### src/rtl/adc_register_block_assert.svh
// assertion macros shared by the adc register block rtl
// no dependencies; included by files that carry concurrent assertions
`ifndef ADC_REGISTER_BLOCK_ASSERT_SVH
`define ADC_REGISTER_BLOCK_ASSERT_SVH

// check that is masked while reset is asserted
`define ADC_RB_ASSERT(label, clk, rst_n, prop, msg) \
  label: assert property (@(posedge clk) disable iff (!rst_n) prop) else $error(msg);

// check that holds on every edge, reset included
`define ADC_RB_ASSERT_ALWAYS(label, clk, prop, msg) \
  label: assert property (@(posedge clk) prop) else $error(msg);

`endif

### src/rtl/adc_rb_pkg.sv
// types and constants of the adc register block
// no dependencies; imported by adc_register_block, adc_register_block_checker and tb_adc_register_block
`timescale 1ns / 1ps
`default_nettype none

package adc_rb_pkg;

  localparam int unsigned NumChannelsDefault = 16;
  localparam int unsigned SampleW            = 12;
  localparam int unsigned RegW               = 32;
  localparam int unsigned ChSelW             = 5;   // channel select width, up to 32 channels
  localparam int unsigned InDataW            = 56;  // offset, write data, channel, sample

  typedef enum logic [1:0] {
    FUNC_READ   = 2'd0,
    FUNC_WRITE  = 2'd1,
    FUNC_SAMPLE = 2'd2
  } func_e;

  // register byte offsets
  localparam logic [7:0] OffStatus  = 8'h00;
  localparam logic [7:0] OffIrqEn   = 8'h04;
  localparam logic [7:0] OffControl = 8'h08;
  localparam logic [7:0] OffConfig  = 8'h0C;
  localparam logic [7:0] OffSmpA    = 8'h10;
  localparam logic [7:0] OffSmpB    = 8'h14;
  localparam logic [7:0] OffChMask  = 8'h28;
  localparam logic [7:0] OffSeq1    = 8'h2C;
  localparam logic [7:0] OffSeq3    = 8'h34;
  localparam logic [7:0] OffDataA   = 8'h40;
  localparam logic [7:0] OffDataB   = 8'h4C;

  // control bits
  localparam int unsigned CtrlEnable   = 0;
  localparam int unsigned CtrlStart    = 2;
  localparam int unsigned CtrlResetCal = 3;
  localparam int unsigned CtrlCal      = 31;

  // status bits
  localparam int unsigned StatReady = 0;
  localparam int unsigned StatEoc   = 1;
  localparam int unsigned StatStart = 2;

  // control bits that never stay set after a write
  localparam logic [RegW-1:0] CtrlSelfClear =
    (RegW'(1) << CtrlCal) | (RegW'(1) << CtrlStart) | (RegW'(1) << CtrlResetCal);

endpackage

`default_nettype wire

### src/rtl/adc_register_block.sv
// adc register file serving two register layouts, with sample store
// depends on adc_rb_pkg and adc_register_block_assert.svh
`timescale 1ns / 1ps
`default_nettype none
`include "adc_register_block_assert.svh"

// path: an accepted transaction is held in the input register, then its result in the result register
// throughput: one transaction per cycle while the result stream does not stall, set by the single
// decode and update pass between the input register and the result register
// reset: rst_ni clears the register file, the channel sample store and both valid flags;
// the input and result payload registers are not reset
module adc_register_block
  import adc_rb_pkg::*;
#(
  parameter int unsigned NUM_CHANNELS = NumChannelsDefault  // 1 to 32
) (
  input  wire logic               clk_i,
  input  wire logic               rst_ni,
  // input stream
  input  wire logic               s_axis_tvalid_i,
  output logic                    s_axis_tready_o,
  // reg_offset[7:0], write_data[39:8], sample_channel[43:40], sample_value[55:44]
  input  wire logic [InDataW-1:0] s_axis_tdata_i,
  // func[1:0]
  input  wire logic [1:0]         s_axis_tuser_i,
  // result stream
  output logic                    m_axis_tvalid_o,
  input  wire logic               m_axis_tready_i,
  // read_data[31:0]
  output logic [RegW-1:0]         m_axis_tdata_o
);

  localparam logic [ChSelW:0] NumChLimit = (ChSelW+1)'(NUM_CHANNELS);

  // input register
  logic               in_valid_q, in_valid_d;
  logic [InDataW-1:0] in_data_q;
  logic [1:0]         in_user_q;

  // result register
  logic               out_valid_q, out_valid_d;
  logic [RegW-1:0]    out_data_q, out_data_d;

  // register file
  logic [RegW-1:0] status_q, status_d;
  logic [RegW-1:0] irq_en_q, irq_en_d;
  logic [RegW-1:0] control_q, control_d;
  logic [RegW-1:0] config_q, config_d;
  logic [RegW-1:0] smp_time_q, smp_time_d;
  logic [RegW-1:0] ch_mask_q, ch_mask_d;
  logic [RegW-1:0] seq1_q, seq1_d;
  logic [RegW-1:0] seq3_q, seq3_d;
  logic [RegW-1:0] data_q, data_d;

  // per-channel analog samples
  logic [SampleW-1:0] samples_q [NUM_CHANNELS];

  // decoded fields of the held transaction
  func_e              func;
  logic [7:0]         reg_off;
  logic [RegW-1:0]    wdata;
  logic [3:0]         smp_ch;
  logic [SampleW-1:0] smp_val;

  logic               advance;

  // channel selection for control writes
  logic [ChSelW-1:0]  seq_ch;
  logic               seq_ok;
  logic [ChSelW-1:0]  low_ch;
  logic               low_found;
  logic [ChSelW-1:0]  pick_ch;
  logic [SampleW-1:0] pick_smp;
  logic               take_seq;

  assign func    = func_e'(in_user_q);
  assign reg_off = in_data_q[7:0];
  assign wdata   = in_data_q[39:8];
  assign smp_ch  = in_data_q[43:40];
  assign smp_val = in_data_q[55:44];

  // the held transaction moves on when the result register is free or being drained
  assign advance         = in_valid_q && (!out_valid_q || m_axis_tready_i);
  assign s_axis_tready_o = !in_valid_q || advance;

  assign m_axis_tvalid_o = out_valid_q;
  assign m_axis_tdata_o  = out_data_q;

  // sequence 3 names a channel directly
  assign seq_ch = seq3_q[ChSelW-1:0];
  assign seq_ok = {1'b0, seq_ch} < NumChLimit;

  // lowest channel set in the select mask
  always_comb begin
    low_ch    = '0;
    low_found = 1'b0;
    for (int i = NUM_CHANNELS - 1; i >= 0; i--) begin
      if (ch_mask_q[i]) begin
        low_ch    = ChSelW'(i);
        low_found = 1'b1;
      end
    end
  end

  // enable with a valid sequence channel overrides the start sample
  assign take_seq = wdata[CtrlEnable] && seq_ok;
  assign pick_ch  = take_seq ? seq_ch : low_ch;

  always_comb begin
    pick_smp = '0;
    for (int i = 0; i < NUM_CHANNELS; i++) begin
      if (pick_ch == ChSelW'(i)) begin
        pick_smp = samples_q[i];
      end
    end
  end

  // one decode and update pass per transaction
  always_comb begin
    status_d    = status_q;
    irq_en_d    = irq_en_q;
    control_d   = control_q;
    config_d    = config_q;
    smp_time_d  = smp_time_q;
    ch_mask_d   = ch_mask_q;
    seq1_d      = seq1_q;
    seq3_d      = seq3_q;
    data_d      = data_q;
    out_data_d  = out_data_q;
    out_valid_d = out_valid_q;

    if (advance) begin
      out_valid_d = 1'b1;
      out_data_d  = '0;
      case (func)
        FUNC_READ: begin
          case (reg_off)
            OffStatus:  out_data_d = status_q;
            OffIrqEn:   out_data_d = irq_en_q;
            OffControl: out_data_d = control_q;
            OffConfig:  out_data_d = config_q;
            OffSmpA,
            OffSmpB:    out_data_d = smp_time_q;
            OffChMask:  out_data_d = ch_mask_q;
            OffSeq1:    out_data_d = seq1_q;
            OffSeq3:    out_data_d = seq3_q;
            OffDataA:   out_data_d = data_q;
            OffDataB: begin
              out_data_d         = data_q;
              status_d[StatEoc]  = 1'b0;  // reading the second data offset clears eoc
            end
            default:    out_data_d = '0;
          endcase
        end
        FUNC_WRITE: begin
          case (reg_off)
            OffStatus:  status_d   = status_q & ~wdata;  // write one to clear
            OffIrqEn:   irq_en_d   = wdata;
            OffControl: begin
              control_d = wdata & ~CtrlSelfClear;
              if (wdata[CtrlEnable]) begin
                status_d[StatReady] = 1'b1;
                status_d[StatEoc]   = 1'b1;
              end
              if (wdata[CtrlStart]) begin
                status_d[StatStart] = 1'b1;
              end
              if (take_seq || (wdata[CtrlStart] && low_found)) begin
                data_d = RegW'(pick_smp);
              end
            end
            OffConfig:  config_d   = wdata;
            OffSmpA,
            OffSmpB:    smp_time_d = wdata;
            OffChMask:  ch_mask_d  = wdata;
            OffSeq1:    seq1_d     = wdata;
            OffSeq3:    seq3_d     = wdata;
            default:    ;  // unmapped and read-only offsets ignore writes
          endcase
        end
        FUNC_SAMPLE: ;  // sample store is updated below
        default:     ;  // unused code, zero result
      endcase
    end else if (m_axis_tready_i) begin
      out_valid_d = 1'b0;
    end
  end

  assign in_valid_d = (s_axis_tvalid_i && s_axis_tready_o) || (in_valid_q && !advance);

  // input register payload
  always_ff @(posedge clk_i) begin
    if (s_axis_tvalid_i && s_axis_tready_o) begin
      in_data_q <= s_axis_tdata_i;
      in_user_q <= s_axis_tuser_i;
    end
  end

  // result register payload
  always_ff @(posedge clk_i) begin
    out_data_q <= out_data_d;
  end

  // control and register file
  always_ff @(posedge clk_i or negedge rst_ni) begin
    if (!rst_ni) begin
      in_valid_q  <= 1'b0;
      out_valid_q <= 1'b0;
      status_q    <= '0;
      irq_en_q    <= '0;
      control_q   <= '0;
      config_q    <= '0;
      smp_time_q  <= '0;
      ch_mask_q   <= '0;
      seq1_q      <= '0;
      seq3_q      <= '0;
      data_q      <= '0;
    end else begin
      in_valid_q  <= in_valid_d;
      out_valid_q <= out_valid_d;
      status_q    <= status_d;
      irq_en_q    <= irq_en_d;
      control_q   <= control_d;
      config_q    <= config_d;
      smp_time_q  <= smp_time_d;
      ch_mask_q   <= ch_mask_d;
      seq1_q      <= seq1_d;
      seq3_q      <= seq3_d;
      data_q      <= data_d;
    end
  end

  // sample store; loads to channels at or above the channel count match no entry
  always_ff @(posedge clk_i or negedge rst_ni) begin
    if (!rst_ni) begin
      for (int i = 0; i < NUM_CHANNELS; i++) begin
        samples_q[i] <= '0;
      end
    end else begin
      for (int i = 0; i < NUM_CHANNELS; i++) begin
        if (advance && (func == FUNC_SAMPLE) && ({1'b0, smp_ch} == ChSelW'(i))) begin
          samples_q[i] <= smp_val;
        end
      end
    end
  end

  // assertions
  `ADC_RB_ASSERT(a_ctrl_self_clear, clk_i, rst_ni, (control_q & CtrlSelfClear) == '0,
    "self-clearing control bit left set")
  `ADC_RB_ASSERT(a_non_read_zero, clk_i, rst_ni,
    advance && (func != FUNC_READ) |=> out_data_q == '0,
    "non-read transaction gave a nonzero result")
  `ADC_RB_ASSERT(a_data_b_clears_eoc, clk_i, rst_ni,
    advance && (func == FUNC_READ) && (reg_off == OffDataB) |=> !status_q[StatEoc],
    "second data read did not clear eoc")
  `ADC_RB_ASSERT(a_enable_sets_ready, clk_i, rst_ni,
    advance && (func == FUNC_WRITE) && (reg_off == OffControl) && wdata[CtrlEnable]
      |=> status_q[StatReady] && status_q[StatEoc],
    "enable write did not raise ready and eoc")
  `ADC_RB_ASSERT(a_held_item_kept, clk_i, rst_ni,
    in_valid_q && !advance |=> in_valid_q && $stable(in_data_q) && $stable(in_user_q),
    "held transaction lost before it moved on")

endmodule

`default_nettype wire

### config.mk
export PLATFORM = sky130hd
export DESIGN_NAME = adc_register_block
export DESIGN_NICKNAME = d
export VERILOG_FILES = /design/src/rtl/adc_rb_pkg.sv /design/src/rtl/adc_register_block.sv
export VERILOG_INCLUDE_DIRS = /design/src /design/src/rtl
export SDC_FILE = /design/constraint.sdc
export NUM_CORES = 1
export LEC_CHECK = 0
export BUFFER_PORTS_ARGS = -buffer_cell sky130_fd_sc_hd__clkbuf_2
export CORE_MARGIN = 2
export CORE_UTILIZATION = 30
export DETAILED_ROUTE_END_ITERATION = 8
export PLACE_DENSITY_LB_ADDON = 0.15
export REMOVE_ABC_BUFFERS = 1
export SYNTH_ARGS = -nofsm -noshare
export SYNTH_HDL_FRONTEND = slang
export SYNTH_SLANG_ARGS = --single-unit
export TNS_END_PERCENT = 50
### constraint.sdc
create_clock -name clk_i -period 3.9 [get_ports clk_i]
set_input_delay 0.78 -clock clk_i [delete_from_list [all_inputs] [get_ports clk_i]]
set_output_delay 0.78 -clock clk_i [all_outputs]
set_load 0.02 [all_outputs]
; ---- Yosys cells after proc, flatten, opt, wreduce, memory -nomap -nowiden
; Index checks and enable logic that the tools add are counted.
[totals]
word_cells = 190
in_bits = 62
out_inout_bits = 34
ff_bits = 549
[op_classes]
n_reduce_logical = 50
order_cmp = 1
bitwise = 2
n_eq_ne = 47
n_mux = 57
[ops]
columns = op, count
row1 = $pmux 32 s9, 1
row2 = $mux 12, 16
row3 = $mux 5, 14
row4 = $eq 5x4->1 const B, 8
row5 = $and 32x32->32, 1
row6 = $eq 4x4->1 const B, 8
row7 = $not 32->32, 1
row8 = $eq 8x6->1 const B, 3
row9 = $reduce_and 3->1, 8
row10 = $logic_and 1x1->1, 22
row11 = $eq 5x3->1 const B, 4
row12 = $mux 1, 20
row13 = $eq 4x3->1 const B, 4
row14 = $eq 8x4->1 const B, 2
row15 = $eq 8x5->1 const B, 2
row16 = $eq 8x7->1 const B, 2
row17 = $mux 4, 3
row18 = $reduce_and 4->1, 3
row19 = $eq 5x2->1 const B, 2
row20 = $eq 4x2->1 const B, 2
row21 = $eq 8x3->1 const B, 1
row22 = $logic_not 8->1, 1
row23 = $pmux 3 s2, 1
row24 = $reduce_bool 2->1, 3
row25 = 18 further kinds, 25

; ---- Longest topological paths before layout
[logic_depth]
word_depth = 34
mapped_depth = 13
depth_no_buf = 9

; ---- Least setup slack after synthesis
; OpenSTA, ideal clock, no wires.
[synth_path]
path_type = input-to-reg
start = input port m_axis_tready_i
end = register samples_q[181] in the netlist's numbering
stages = 8
path_slack_ns = 0.576
t_required_ns = 3.775
setup_ns = 0.125
t_arrival_ns = 3.199
path_buffers = 1
cell_sequence = nand2b_1 > nand2_1 > inv_1 > nand3b_1 > or3_1 > nor3_1 > clkbuf_1 > mux2_2
[synth_between]
elab_chain_len = 4
[synth_rtl]
columns = item, line
row1 = "start, declared", adc_register_block.sv:28  ; input wire logic m_axis_tready_i,
row2 = $logic_or 1x1->1, adc_register_block.sv:83  ; assign advance = in_valid_q && (!out_valid_q || m_axis_tready_i);
row3 = $logic_and 1x1->1, adc_register_block.sv:83
row4 = named net advance, adc_register_block.sv:65  ; logic advance;
row5 = $logic_and 1x1->1 (2 in a row), adc_register_block.sv:241  ; if (advance && (func == FUNC_SAMPLE) && ({1'b0, smp_ch} == ChSelW'(i))) begin
row6 = "end signal, assigned by index", adc_register_block.sv:242  ; samples_q[i] <= smp_val;
row7 = "end, declared", adc_register_block.sv:56  ; logic [SampleW-1:0] samples_q [NUM_CHANNELS];
; The timed path passes the listed nets, and every way through them passes these cells.
; A chain may end at the register's enable or synchronous reset.

; ---- Worst setup path in the final report
[layout_path]
start = register seq3_q[4]
end = register data_q[10]
[layout_between]
elab_chain_len = 20
word_cells_on_any_way = 37
cone_classes = 1 x order compare / 15 x eq/ne / 17 x mux / 4 x reduce/logical
[layout_rtl]
columns = item, line
row1 = "start, declared", adc_register_block.sv:52  ; logic [RegW-1:0] seq3_q, seq3_d;
row2 = "start signal, assigned", adc_register_block.sv:228  ; seq3_q <= seq3_d;
row3 = $lt 5x5->1, adc_register_block.sv:91  ; assign seq_ok = {1'b0, seq_ch} < NumChLimit;
row4 = $logic_and 1x1->1, adc_register_block.sv:106  ; assign take_seq = wdata[CtrlEnable] && seq_ok;
row5 = $mux 5, adc_register_block.sv:107  ; assign pick_ch = take_seq ? seq_ch : low_ch;
row6 = $logic_not 5->1, adc_register_block.sv:112  ; if (pick_ch == ChSelW'(i)) begin
row7 = $mux 12 (16 in a row), adc_register_block.sv:112
row8 = "end signal, assigned", adc_register_block.sv:229  ; data_q <= data_d;
row9 = "end, declared", adc_register_block.sv:53  ; logic [RegW-1:0] data_q, data_d;
; Parallel ways exist; a longest one is shown, timed or not.

==> impl_results.md <==
* Outcome: complete, no violations
* Post-Route Setup TNS at 0 ps
* Cell variety after synth at 65
* Clock Skew at 31.19 ps
* Power per standard cell area at 484.5 mW/mm2
* Root buf cell: clkbuf_16
* Vias at 15.65k
* Largest cells by area after synthesis: dfrtp_1, mux2_2, edfxtp_1
* CP peak stage delay at between 700 and 800 ps
* Port-buffer cells at 95
* DP HPWL at 45700 um
* CP endpoint kind: flip-flop
* Data arrival, critical path at around 3800 ps
* Synthesized area at 0.02380 mm2
* Final Util at 0.3567
* Slowest-stage cell, CP: nor2_1
* Pre-antenna DRT Iters at 8
* Hold WC Path Type: in2async
* Chip Width at ~290 um
* CTS H-tree depth at 3
* Unrepaired setup endpoints after global routing: false
* CP Launch Type: flip-flop
* Num rows at 103
* Final-stage net count at ~2k
* Routed length per instance at about 24 um
* Final std cells w/o fill at between 3k and 4k
* Slew HR at 0.3416
* Number of synthesized flops with an enable pin at 90
* Tot Pwr at ~14000 uW
* Share of cells above drive strength 1 at 0.3641
* Synth cell count leaders: dfrtp_1, mux2_2, clkbuf_1
* Largest net degree at the start of global routing at 85
* Post-synth ARST share at 0.8361
* Hold-fix buffers, CTS at 0
* First-pass GRT wire length at 109000 um
* Total grt overflow at 0
* Inst Count DP at 2882
* Final Cycle Share at 0.8572
* Met2 Use GR at 0.3004
* Flops & latches, synth at about 550
* Sequential share of the synthesized area at 0.5962
* Final ANT Viol Nets at 0
* Clk slew on worst S/H paths at 60 ps
* Maxcap violations at 0
* Post-CTS sizing at 0
* Top FF cell, synth: dfrtp_1
* Iter 0 DRT Violations at approximately 950
* Antenna cells at 0
* Overall routed net length at 71690 um
* Total Routing Usage GR at 0.1766
* Global-route track usage on met3 at 0.02847
* WS Path Type: reg2reg
* Synth warnings at 0
* Final worst path period need at between 3000 and 4000 ps
* Count leader, synth: dfrtp_1
* Core area at 0.07874 mm2
* Register Area at approximately 0.014 mm2
* Cell taking the most area after synthesis: dfrtp_1
* Most Used Layer, Global Route: met2
* Syn avg cell area at 13.32 um2
* Yosys top cell area share at 0.4826
* Fin. Hold Viols at 0
* Post-CTS setup buffer count at 0
* Clock sink total at 549
* Syn Inst Count at 1787
* Initial Util at 0.3022
* Area grow syn2layout at 18.02%
* Final setup fails at 0
* FILL cells at 7630
* Max-slew violations at 0
* Peak supply drop at 0.0002612 V
* Max Fclk at between 0.2 and 0.3 GHz
* Num CTS Buffers at 66
* Area of the multi-input gates at 0.009178 mm2
* Required time of the critical path at 4380 ps
* Met1 usage at 0.2325
* Remaining DRCs at 0
* Worst-Skew Late Latency at just over 600 ps
* Die Y at approximately 290 um
* IO Pins at 96
* Crit-path max FO at 9
* DR vias/cell at roughly 5.2
* Slew @ Worst Pin at 978.6 ps
* Vias in the first global route at 16.71k
* P_leak at 0.01249 uW
* Area of the die at between 0.08 and 0.09 mm2
* CTS tree: done
* Initial antenna violation count at 0
* Max clock buf depth at 3
* CP Cell Sequence: nor2b_1 -> or3_1 -> a31oi_1 -> buf_4 -> or2_2 -> nor2_1 -> nand2_1 -> o22ai_1 -> nor3_1 -> a211o_1
* Placer Congestion at 0.8196
-- cells by family (layout without fill, tap and decap cells) --
logic type             Yosys count  count (layout)  synth area share
AOI/OAI and AO/OA              346             346            0.1013
buffers and inverters          133             299           0.02161
DFF                            549             549            0.5962
muxes                          482             482            0.2248
and+or+nand+nor                277             277           0.05615
-- metrics by stage --
step / hold WS [ps] / cell area [um2] / setup slack (ps)
6_report: 187.7 / 28090 / 556.8
3_5_place_dp: 486.7 / 25910 / 606.9
2_1_floorplan: 456.9 / 23310 / -1490
4_1_cts: 223.5 / 28090 / 553.3
5_1_grt: 236.1 / 28090 / 328.3
3_3_place_gp: 484.2 / 25910 / 512.5
-- power breakdown --
part	total, uW	internal (uW)	switching [uW]
registers	6510	6220	292
clock network	6160	3680	2480
logic	937	422	516
-- cell type report --
cell class	count	share of cell area
sequential	549	0.5052
multi-input combinational	1105	0.3268
clock buffer	101	0.06963
tap	1050	0.04677
timing repair buffer	170	0.04268
clock inverter	20	0.007929
inverter	8	0.001069
-- sequential cells by signal (all words and copies together) (netlist names), 29 cells and up --
signal          flops
control_q          29
seq1_q             32
in_data_q          56
smp_time_q         32
ch_mask_q          32
seq3_q             32
m_axis_tdata_o     32
samples_q         192
config_q           32
status_q           32
irq_en_q           32
-- worst max-delay path: cells and delay by family, from the launching register on --
family / cells / cell delay, ps
and+or+nand+nor: 6 / 2000
DFF: 1 / 420
buffers and inverters: 1 / 190
AOI/OAI and AO/OA: 3 / 590
-- final timing paths --
path                                      startpoint  slack (ps)                         to  cells after the start
max reg2reg                    seq3_q[4]$_DFFE_PN0P_         560     data_q[10]$_DFFE_PN0P_                     10
min reg2reg                samples_q[79]$_DFFE_PN0P_         500  samples_q[79]$_DFFE_PN0P_                      1
max                            seq3_q[4]$_DFFE_PN0P_         560     data_q[10]$_DFFE_PN0P_                     10
min in group clk_i                s_axis_tdata_i[29]         350    in_data_q[29]$_DFFE_PP_                      1
min                                           rst_ni         190   status_q[27]$_DFFE_PN0P_                      1
max in group asynchronous                     rst_ni        2720  samples_q[87]$_DFFE_PN0P_                      2
-- cell usage in the layout (no fill, tap or decap), types with 7 or more instances in the layout --
master     count
buf_4         63
and3_1        11
o22ai_1       24
nand2_1       82
clkbuf_16     68
nand2b_1      10
a21oi_1       75
a221oi_1      24
nor2_1        68
a22oi_1       18
clkbuf_1      20
or3_1         11
edfxtp_1      90
nor3_1        14
clkbuf_8      13
mux2i_1       62
clkbuf_2      94
o21ai_0       42
nand3_1       29
mux2_2       420
a31oi_1       24
o221ai_1      15
dfrtp_1      459
a21boi_0      29
o211ai_1       9
buf_12        12
inv_1          7
a222oi_1      24
-- routing by layer --
metal / part of all wire / vias to the layer above / routed length (um)
met5: 0 / - / 0
met4: 0.026 / 0 / 1839
met3: 0.039 / 119 / 2763
met2: 0.49 / 358 / 35280
met1: 0.44 / 8225 / 31800
li1: - / 6951 / -
Power figures use the tool's default switching activity.
